--- config.mk ---
export PLATFORM = sky130hd
export DESIGN_NAME = m4i_front
export DESIGN_NICKNAME = d
export VERILOG_FILES = /design/src/hw/rtl/m4i_front.sv
export SDC_FILE = /design/constraint.sdc
export NUM_CORES = 1
export LEC_CHECK = 0
export BUFFER_PORTS_ARGS = -buffer_cell sky130_fd_sc_hd__buf_2
export CORE_MARGIN = 3
export CORE_UTILIZATION = 30
export DETAILED_ROUTE_END_ITERATION = 10
export GPL_ROUTABILITY_DRIVEN = 0
export PLACE_DENSITY = 0.55
export RECOVER_POWER = 100
export SYNTH_ARGS = -nofsm -noshare
export SYNTH_HDL_FRONTEND = slang
export SYNTH_SLANG_ARGS = --single-unit
--- constraint.sdc ---
create_clock -name clk_i -period 9.2 [get_ports clk_i]
set_input_delay 0.92 -clock clk_i [delete_from_list [all_inputs] [get_ports clk_i]]
set_output_delay 0.92 -clock clk_i [all_outputs]
set_load 0.02 [all_outputs]
--- src/hw/rtl/m4i_front.sv ---
module m4i_front #(
  parameter int DATA_WIDTH = 32
) (
  input  logic                     clk_i,
  input  logic                     rst_ni,
  input  logic                     push_i,
  input  logic [DATA_WIDTH-1:0]    element_value_i,
  output logic                     full_o,
  output logic                     mq_push_o,
  output logic [16*DATA_WIDTH-1:0] mq_data_o,
  input  logic                     mq_full_i
);
  localparam int DW = DATA_WIDTH;

  logic [3:0]       cnt_q, cnt_d;
  logic [15*DW-1:0] sh_q, sh_d;
  logic             take;

  assign full_o    = mq_full_i;
  assign take      = push_i && !mq_full_i;
  assign mq_push_o = take && (cnt_q == 4'd15);
  assign mq_data_o = {element_value_i, sh_q};

  always_comb begin
    cnt_d = cnt_q;
    sh_d  = sh_q;
    if (take) begin
      cnt_d = cnt_q + 4'd1;
      sh_d  = {element_value_i, sh_q[15*DW-1:DW]};
    end
  end

  always_ff @(posedge clk_i or negedge rst_ni) begin
    if (!rst_ni) begin
      cnt_q <= '0;
    end else begin
      cnt_q <= cnt_d;
    end
  end

  always_ff @(posedge clk_i) begin
    sh_q <= sh_d;
  end
endmodule

==> key figures <==
Outcome
  • Result of the run: finished, violations left
  • Violated checks: capacitance limit, slew limit

Worst setup path
  • Worst-path cell chain: clkbuf_1 > nor2b_4 > clkbuf_1 > and4_1 > buf_2
  • Worst path arrival time: 3.95 ns
  • Critical path origin: mq_full_i
  • Worst flop-to-flop path startpoint: cnt_q[0]$_DFFE_PN0P_
  • CP max-delay cell: clkbuf_1
  • CP Capture Type: output port
  • Critical register-to-register path endpoint: cnt_q[1]$_DFFE_PN0P_
  • Critical Path RT: 8.28 ns
  • Path depth of the worst reg2reg path: 2
  • Maximum single-stage delay on the critical path: 1.99 ns
  • FF-to-FF setup slack: 8.09 ns
  • Cell mode on critical path: clkbuf_1
  • Path type of the worst setup path: input pin to output port
  • Critical Path Fanout Max: 52
  • CP startpoint kind: input pin

STA
  • Number of pins exceeding their max-slew limit in the final report: 51
  • Number of hold violations in the final report: 0
  • TNS Setup: 0 ns
  • Final period util: 0.5294
  • Worst Skew: 0.01457 ns
  • Slew of the pin with the lowest slew margin: 2.812 ns
  • RSZ-0062 raised after global routing: false
  • Maximum achievable frequency: 205.3 MHz
  • Worst-case headroom to the max-slew limit: -0.8748
  • Final setup violation count: 0
  • Period minus WS final: 4.871 ns

Global route
  • Largest net degree at the start of global routing: 186
  • Total routing usage reported by global routing: 0.1226
  • Antenna violations before repair: 1
  • First-pass GRT wire length: 48.41 mm
  • Vias in the first global route: 7316
  • Met1 track demand over resource in global routing: 0.1397
  • Global routing met3 resource utilization: 0.03539
  • Met2 routing resource usage after global routing: 0.2108
  • Top Usage Layer GRT: met2
  • Final global-route overflow total: 0

Logic synthesis
  • Yosys warns: 0
  • EDFF count, synth: 480
  • Share of synthesized registers carrying an async set or reset: 0.008264
  • Number of different library cells in the post-synthesis netlist: 13
  • Number of instances in the synthesized netlist: 527
  • Biggest area contributors in the synthesized netlist: edfxtp_1 97%, buf_4 1.7%, dfrtp_1 0.67%
  • Post-synth top flop: edfxtp_1
  • Number of storage elements in the synthesis netlist: 484
  • Library cell with the largest summed area after synthesis: edfxtp_1
  • Cell with the most instances after synthesis: edfxtp_1
  • Most numerous cell types in the synthesized netlist: 480 x edfxtp_1, 33 x buf_4, 4 x dfrtp_1
  • Syn_nets: 564
  • Post-synthesis instance area: 14880 sq um
  • Synth Area per Inst: 28.24 sq um
  • Sequential element share of the synthesized area: 0.9752
  • Fraction of synthesized cell area taken by the top area cell type: 0.9685

Placed design
  • Port Buffers: 549
  • Post-DP HPWL: 24.24 mm
  • Cell area after placement: 18250 sq um
  • Number of cells after detailed placement: 1702

Power and ir drop
  • Power per unit of standard cell area: 249.2 nW/um^2
  • Overall power after layout: 4.777 mW
  • Leakage dissipation: 6.097 nW
  • Maximum resistive drop on vdd: 0.1705 mV

Drt
  • Antenna-violating nets left: 0
  • Total via count in the routed design: 7155
  • DRT Wirelength: 33.81 mm
  • TritonRoute pass-1 iters: 4
  • DR iter-0 viols: 492
  • Drc violations: 0
  • Routed WL per cell: 18.84 um
  • Via count normalized by instance count: 3.988

Die
  • Die extent in x: 228.7 um
  • Die height: 228.7 um
  • Placement row count: 80
  • Effective utilization at floorplan: 0.3078
  • Die Footprint: 52320 sq um
  • Core area: 48350 sq um
  • Count of boundary I/O pins: 550

Cells and area
  • End-of-flow core utilization: 0.3964
  • P&R area growth vs syn: 28.77%
  • Layout Cell Area excl Fill: 19160 sq um
  • Ratio of cells with drive above 1 in the final layout: 0.08355
  • Count of placed standard cells in the final layout, fillers left out: 1794
  • Net count, final: 1134

Clocking
  • Clk Latency, worst-skew pair: 0.57 ns
  • Post-CTS setup buffers: 0
  • Post-cts resize count: 0
  • Sinks on Clock Net: 484
  • Post-CTS Hold Buffers: 0
  • Clock-pin slew on the worst setup and hold paths: 0.06 ns
  • Total CTS buffers: 49
  • Bufs on Longest Clock Path: 3
  • H-tree level count: 2
  • TritonCTS clock tree: done
  • CTS Root Cell: clkbuf_16

Run
  • Number of max-cap violations: 1

Min path
  • Worst hold path type: input pin to async pin
## sequential cells by signal (all words and copies together), names as in the netlist
| name | flops |
|---|---|
| sh_q | 480 |
| cnt_q | 4 |
## per-layer routing
metal  up-vias  share of wire
li1       3242              -
met1      3519           0.38
met2       307           0.51
met3        87          0.071
met4         0          0.043
met5         -              0
## cells by family (layout without fill, tap and decap cells)
kind of cell  after synthesis  in the layout  synth area share
mux                         1              1          0.001009
buf+inv                    34            644           0.01740
fa+ha+maj                   1              1         0.0008406
flops                     484            484            0.9752
other cells                 0              1                 0
xor+xnor                    3              3          0.002270
simple gates                4              4          0.003278
## per-stage QoR
step / hold slack, ns / setup WS (ns)
floorplan: 0.4684 / 4.367
global placement: 0.4244 / 5.431
detailed placement: 0.4264 / 5.376
CTS: 0.09983 / 5.920
global route: 0.1592 / 4.028
finish: 0.1740 / 4.329
## worst max path at each step
stage                                     to  slack [ns]  cells after the start
final                              mq_push_o        4.33                      5
after global routing               mq_push_o        4.03                      5
after CTS                          mq_push_o        5.92                      5
after detailed placement  sh_q[20]$_DFFE_PP_        5.38                      5
after global placement    sh_q[12]$_DFFE_PP_        5.43                      5
after floorplan                    mq_push_o        4.37                      3
## cell type report
cell class	count	area, sq um
Multi-Input combinational cell	9	90.09
Clock buffer	60	1310
Sequential cell	484	14510
Timing Repair Buffer	553	2137
Tap cell	656	820.8
Antenna cell	1	2.502
Clock inverter	31	290.3
Fill cell	4629	29180
## worst max-delay path: cells and delay by family
kind                   cells  cell delay (ns)
buffers and inverters      3             2.35
and+or+nand+nor            2             0.64
## placed cells by master, fill, tap and decap left out
master / count
and4_1: 1
buf_1: 1
buf_12: 2
buf_2: 20
buf_4: 1
bufinv_16: 5
clkbuf_1: 538
clkbuf_16: 51
clkinv_1: 12
clkinv_2: 7
clkinv_4: 1
clkinvlp_4: 3
dfrtp_1: 4
diode_2: 1
edfxtp_1: 480
ha_1: 1
inv_6: 2
inv_8: 1
mux2_1: 1
nand2_1: 1
nand4_1: 1
nor2b_4: 1
xnor2_1: 1
xnor2_2: 1
xor2_1: 1
## where the power goes
group | total [mW] | leakage [nW] | switching, mW | internal (mW)
Combinational | 0.243 | 0.770 | 0.195 | 0.0474
Sequential | 2.58 | 4.55 | 0.0492 | 2.53
Clock | 1.96 | 0.776 | 0.801 | 1.15
Total | 4.78 | 6.10 | 1.05 | 3.73
Power figures use the tool's default switching activity.
