--- config.mk ---
export PLATFORM = sky130hd
export DESIGN_NAME = m4i_fifo
export DESIGN_NICKNAME = d
export VERILOG_FILES = /design/src/hw/rtl/m4i_fifo.sv
export SDC_FILE = /design/constraint.sdc
export NUM_CORES = 1
export LEC_CHECK = 0
export BUFFER_PORTS_ARGS = -buffer_cell sky130_fd_sc_hd__buf_2
export CAP_MARGIN = 20
export CORE_ASPECT_RATIO = 1.4
export CORE_MARGIN = 1.5
export CORE_UTILIZATION = 40
export DETAILED_ROUTE_END_ITERATION = 8
export PLACE_DENSITY = 0.72
export SYNTH_ARGS = -nofsm -noshare
export SYNTH_HDL_FRONTEND = slang
export SYNTH_SLANG_ARGS = --single-unit
--- constraint.sdc ---
create_clock -name clk_i -period 1.86 [get_ports clk_i]
set_input_delay 0 -clock clk_i [delete_from_list [all_inputs] [get_ports clk_i]]
set_output_delay 0 -clock clk_i [all_outputs]
set_load 0.05 [all_outputs]
--- src/hw/rtl/m4i_fifo.sv ---
module m4i_fifo #(
  parameter int WIDTH = 8,
  parameter int DEPTH = 2
) (
  input  logic             clk_i,
  input  logic             rst_ni,
  input  logic             push_i,
  input  logic [WIDTH-1:0] wdata_i,
  output logic             full_o,
  input  logic             pop_i,
  output logic [WIDTH-1:0] rdata_o,
  output logic             empty_o
);
  localparam int AW = (DEPTH > 1) ? $clog2(DEPTH) : 1;

  logic [WIDTH-1:0] mem_q [DEPTH];
  logic [AW-1:0]    wp_q, wp_d, rp_q, rp_d;
  logic [AW:0]      cnt_q, cnt_d;
  logic             do_push, do_pop;

  assign full_o  = (cnt_q == (AW+1)'(DEPTH));
  assign empty_o = (cnt_q == '0);
  assign do_push = push_i && !full_o;
  assign do_pop  = pop_i && !empty_o;
  assign rdata_o = mem_q[rp_q];

  always_comb begin
    wp_d  = wp_q;
    rp_d  = rp_q;
    cnt_d = cnt_q;
    if (do_push) begin
      wp_d = (wp_q == AW'(DEPTH - 1)) ? '0 : wp_q + 1'b1;
    end
    if (do_pop) begin
      rp_d = (rp_q == AW'(DEPTH - 1)) ? '0 : rp_q + 1'b1;
    end
    if (do_push && !do_pop) begin
      cnt_d = cnt_q + 1'b1;
    end else if (do_pop && !do_push) begin
      cnt_d = cnt_q - 1'b1;
    end
  end

  always_ff @(posedge clk_i or negedge rst_ni) begin
    if (!rst_ni) begin
      wp_q  <= '0;
      rp_q  <= '0;
      cnt_q <= '0;
    end else begin
      wp_q  <= wp_d;
      rp_q  <= rp_d;
      cnt_q <= cnt_d;
    end
  end

  always_ff @(posedge clk_i) begin
    if (do_push) begin
      mem_q[wp_q] <= wdata_i;
    end
  end
endmodule

==> impl_metrics.toml, run 1 <==
[outcome]
status = "complete, no violations"

[die]
core_area_um2 = 1800
die_x_um = 40.4
die-area_um2 = 2230
start_util = 0.434
boundaryPins = 22
std_cell_rows = 18
die_h_um = 55.3

[critical_path]
slowest_stage = "dfrtp_1"
crit_chain = "nand2b_1 > nand2_2 > inv_1 > ha_1 > nor2_1 > xor2_1"
critical_path_peak_fanout = 5
end_kind = "register"
path_class = "register to register"
arrival_ns = 1.72
crit_required_ns = 2.09
start_kind = "register"
cpPeakStageDelay_ns = 0.44

[timing]
fmax_ghz = 0.673
maxSlewHeadroom = 0.742
drv_slew = 0
hold_viol_final = 0
rsz0062_at_grt = "false"
min_period_over_period = 0.799
worstMarginPinSlew_ns = 0.387
fin_worst_skew_ns = 0.00600
tns_ns = 0
setup_viol = 0
min_period_ns = 1.49

[global_routing]
grt_max_degree = 12
grt_use_total = 0.137
grt_first_pass_wirelength_um = 1990
antenna_found_initial = 0
overflow = 0
grt_pass1_vias = 478

[power]
vdd_drop_max_uv = 1100
power_density_nw_per_um2 = 1660
p_leak_nw = 0.442

[placed_design]
gp_congestion = 0.628
place_inst = 85
portBuffers = 21

[drt]
route.top_layer_used = "met4"
route.vias.total = 451
viasPerCell = 4.56
drc = 0
routed_wl_um = 1180
detail-route-antenna-nets = 0
drtPass1Iterations = 4
avgRoutedWirePerCell_um = 11.9
wl_met2_um = 673
drt_iter0_markers = 9
met3_length_um = 36
met1_length_um = 423

[finish]
fin_cells = 99
final_cell_mix = "buf_2, edfxtp_1, dlygate4sd3_1"
drive_gt1_frac = 0.380
final_common_cell = "buf_2"
final_nets = 93
n_antenna_cell = 0
nFillCells = 151
area_delta_synth_final_pct = 34.4
postLayoutCoreUtil = 0.583

[clock_network]
clk_latency_ns = 0.30
cts_buffers = 3
htree_levels = 1
clk_path_buf_depth = 2
clock-sinks = 20
cts-root-buf = "clkbuf_4"
clk_pin_slew_ns = 0.10
cts_tree = "done"

[synthesis]
netlist_instances = 44
synth_area_leader_cell = "edfxtp_1"
synth_seq_cells = 20
ys_types = 15
yosysTopAreaCellShare = 0.614
synth_warnings = 0
syn_area_per_cell_um2 = 17.8
syn_nets = 57
synth-seq-area-share = 0.742
yosys-top-cells-area = "edfxtp_1, dfrtp_1, mux2_1, mux2_2, xnor2_1"
syn_area_um2 = 782

[flow_run]
drv_cap = 0

[hold_path]
hold_path.class = "input port to asynchronous set/reset pin"
-- cell usage after synthesis --
cell type  number
nor2_1          3
edfxtp_1       16
xnor2_1         2
o21ai_1         1
and3_1          1
ha_1            1
nand2_2         1
mux2_2          2
buf_2           1
mux2_1          6
nand2b_1        1
xnor2_2         1
inv_1           2
dfrtp_1         4
xor2_1          2
-- worst max-delay path: cells and delay by family (launching register included) --
family                   cells  cell delay, ns
AND/OR/NAND/NOR              3            0.46
flip-flops                   1            0.44
adder cells (fa/ha/maj)      1            0.30
XOR/XNOR                     1            0.15
buffers and inverters        1            0.06
-- metrics by stage --
stage          cell area [um2]  setup slack [ns]  hold slack (ns)  power [mW]
4_1_cts                   1050             0.377           0.0195        1.76
3_3_place_gp               915             0.446           -0.187        1.49
2_1_floorplan              782             0.468           -0.296        1.34
5_1_grt                   1050             0.288           0.0289        1.84
6_report                  1050             0.374           0.0237        1.75
3_5_place_dp               915             0.385           -0.186        1.51
-- per-layer routing --
layer,track usage,vias to the layer above
met2,0.222,12
li1,-,227
met5,0,-
met3,0.0241,4
met1,0.145,208
met4,0.100,0
-- final timing paths --
kind / slack [ns] / cells past startpoint / end / startpoint
worst max-delay path: 0.37 / 6 / cnt_q[1] / cnt_q[0]
worst min-delay path: 0.02 / 2 / cnt_q[1] / rst_ni
worst max register to register: 0.37 / 6 / cnt_q[1] / cnt_q[0]
worst min register to register: 0.54 / 1 / wp_q / wp_q
max in group asynchronous: 1.71 / 2 / rp_q / rst_ni
min in group clk_i: 0.03 / 3 / rp_q / pop_i
-- state kept, by name, summed over array words and instances, names as in the netlist --
signal,flops
rp_q,1
cnt_q,2
mem_q,16
wp_q,1
-- area by class of cell --
cell class | count | area, um2 | area share
Sequential cell | 20 | 581 | 0.552
Clock buffer | 4 | 36.3 | 0.0345
Multi-Input combinational cell | 21 | 189 | 0.180
Timing Repair Buffer | 32 | 213 | 0.202
Inverter | 2 | 7.51 | 0.00714
Tap cell | 20 | 25.0 | 0.0238
-- power breakdown --
part,leakage [nW],switching (mW),internal [mW]
combinational,0.226,0.531,0.254
clock,0.0210,0.121,0.119
sequential,0.195,0.0960,0.625
-- kinds of logic (layout without fill, tap and decap cells) --
| family | after synthesis | after routing | synth area share |
|---|---|---|---|
| xor gates and xnor gates | 5 | 5 | 0.0656 |
| DFF | 20 | 20 | 0.742 |
| muxes | 8 | 8 | 0.115 |
| AOI/OAI and AO/OA | 1 | 1 | 0.00639 |
| adders and majority gates | 1 | 1 | 0.0160 |
| and+or+nand+nor | 6 | 6 | 0.0384 |
| buffers and inverters | 3 | 38 | 0.0160 |
-- timing repair --
| item | 4_1_cts | 5_1_grt |
|---|---|---|
| resized for setup | 0 | 0 |
| buffers inserted | 0 | 0 |
| hold buffers | 10 | 0 |
| endpoints found under the hold margin | 21 | 0 |
(Power assumes the default switching activity.)
==> run 2: changes to the inputs <==
- PLACE_DENSITY: 0.72 -> 0.74
- clock period: 1.86 -> 1.2 ns (I/O delays scaled with it)
==> run 2 against run 1 <==
Compared with the run above:
- the run now ends with setup timing left
- global-route usage is 0.46 points higher
- clock power is 25% higher
- register-to-register slack worse by 0.49 ns
- highest routed layer unchanged
- critical path depth is 1 higher
- clock skew is 0.0020 ns lower
- count of clock-buffer cells in the layout stayed put
- sequential cell count stayed put
- cell area is 16% higher
- die area stayed put
==> impl_metrics.toml, run 2 (synthesis results as in run 1) <==
[power]
power_density_nw_per_um2 = 2680
combinationalPowerShare = 0.571
p_leak_nw = 0.524
vdd_drop_max_uv = 1500
seq_power_share = 0.337
swShare = 0.396
power_frac_clock = 0.091
p_int_mw = 1.98
p_sw_mw = 1.30

[finish]
postLayoutCoreUtil = 0.679
final_cell_mix = "edfxtp_1, buf_2, dlygate4sd3_1, buf_6, mux2_4"
nFillCells = 135
final_nets = 99
area_delta_synth_final_pct = 56.5
n_antenna_cell = 0
reg.largest.list = "mem_q (16), cnt_q (2)"
final_common_cell = "edfxtp_1"
drive_gt1_frac = 0.576
fin_cells = 105
regMostFlops = "mem_q"
largest_reg_flops = 16

[outcome]
failed_checks = "setup timing"
status = "finished with violations"

[timing]
tns_ns = -1.45
fmax_ghz = 0.761
worstMarginPinSlew_ns = 0.249
setup_viol = 25
rsz0062_at_grt = "true"
hold_viol_final = 0
min_period_ns = 1.31
hold_slack_ns = 0.0480
min_period_over_period = 1.10
final.setup.worst_slack_ns = -0.114
drv_slew = 0
fin_worst_skew_ns = 0.00396
maxSlewHeadroom = 0.835

[drt]
route.vias.total = 492
routed_wl_um = 1290
drt_iter0_markers = 6
drc = 0
viasPerCell = 4.69
avgRoutedWirePerCell_um = 12.3
detail-route-antenna-nets = 0
drtPass1Iterations = 6

[global_routing]
overflow = 0
grt_pass1_vias = 538
grt_max_degree = 12
grt_use_total = 0.142
antenna_found_initial = 0
grt_first_pass_wirelength_um = 2120

[die]
die-area_um2 = 2230
boundaryPins = 22
die_h_um = 55.3
std_cell_rows = 18
core_area_um2 = 1800
start_util = 0.434
die_x_um = 40.4

[clock_network]
cts-root-buf = "clkbuf_4"
htree_levels = 1
clock-sinks = 20
clk_path_buf_depth = 2
cts_buffers = 3
cts_tree = "done"
clk_pin_slew_ns = 0.09
clk_latency_ns = 0.28

[placed_design]
portBuffers = 21
dp_slack_ns = -0.118
place_inst = 89
gp_congestion = 0.623

[critical_path]
arrival_ns = 1.53
cpPeakStageDelay_ns = 0.43
crit_required_ns = 1.41
slowest_stage = "dfrtp_1"
start_kind = "register"
path_class = "register to register"
crit_chain = "nand2b_4 > nand2_4 > inv_2 > ha_4 > xor2_1 > nor2_1 > xor2_1"
cpLargestDelayFamily = "flip-flops"
critical_path_peak_fanout = 4
end_kind = "register"
path_buf_inv = 1
worst_path_most_repeated_cell = "xor2_1"

[hold_path]
hold_path.class = "input port to asynchronous set/reset pin"

[flow_run]
drv_cap = 0
## run 2: changes by cell type in the layout (fill, tap and decap cells not counted), moves of 3 or more
cell,before,now
mux2_4,0,6
buf_4,1,5
buf_6,0,9
buf_8,0,3
buf_2,21,12
mux2_1,6,0
## run 2: final timing paths
check,start,end,slack (ns),cells past startpoint
worst min register to register,wp_q,wp_q,0.57,1
worst max register to register,cnt_q[0],cnt_q[1],-0.11,7
worst max-delay path,cnt_q[0],cnt_q[1],-0.11,7
min in group clk_i,pop_i,rp_q,0.10,4
worst min-delay path,rst_ni,cnt_q[0],0.05,2
max in group asynchronous,rst_ni,rp_q,1.02,2
## run 2: final cells by class
type | instances | area (um2) | area share
clock buffers | 4 | 26.3 | 0.0215
repair buffers | 38 | 334 | 0.273
multi-input cells | 21 | 249 | 0.203
inverters | 2 | 7.51 | 0.00613
flip-flops and latches | 20 | 582 | 0.475
well taps | 20 | 25.0 | 0.0204
## run 2: power by group through the flow
stage | clock [mW] | combinational (mW) | sequential, mW
5_1_grt | 0.340 | 1.97 | 1.12
3_5_place_dp | 0 | 1.33 | 1.14
6_report | 0.299 | 1.87 | 1.10
3_3_place_gp | 0 | 1.31 | 1.13
2_1_floorplan | 0 | 1.07 | 1.07
4_1_cts | 0.313 | 1.88 | 1.10
## run 2: metrics by stage
step	area, um2	total power [mW]
2_1_floorplan	801	2.14
3_3_place_gp	963	2.43
3_5_place_dp	963	2.47
4_1_cts	1220	3.30
5_1_grt	1220	3.43
6_report	1220	3.27
## run 2: timing repair
action / in CTS / in global routing
setup buffers: 3 / 0
gates resized for setup: 36 / 0
hold buffers: 9 / 0
endpoints found under the setup margin: 26 / 26
hold endpoints to repair: 20 / 0
pin swaps: 1 / 1
gates cloned: 0 / 0
## run 2: metal layers
| metal | GRT usage | vias up | routed length, um |
|---|---|---|---|
| met5 | 0 | - | 0 |
| li1 | - | 244 | - |
| met4 | 0.0714 | 0 | 13 |
| met3 | 0.0361 | 2 | 49 |
| met1 | 0.164 | 231 | 496 |
| met2 | 0.227 | 15 | 729 |
## run 2: worst reg2reg max path: stages (launching register included)
cell	delay [ns]
dfrtp_1	0.43
nand2b_4	0.17
nand2_4	0.06
inv_2	0.04
ha_4	0.14
xor2_1	0.13
nor2_1	0.13
xor2_1	0.15
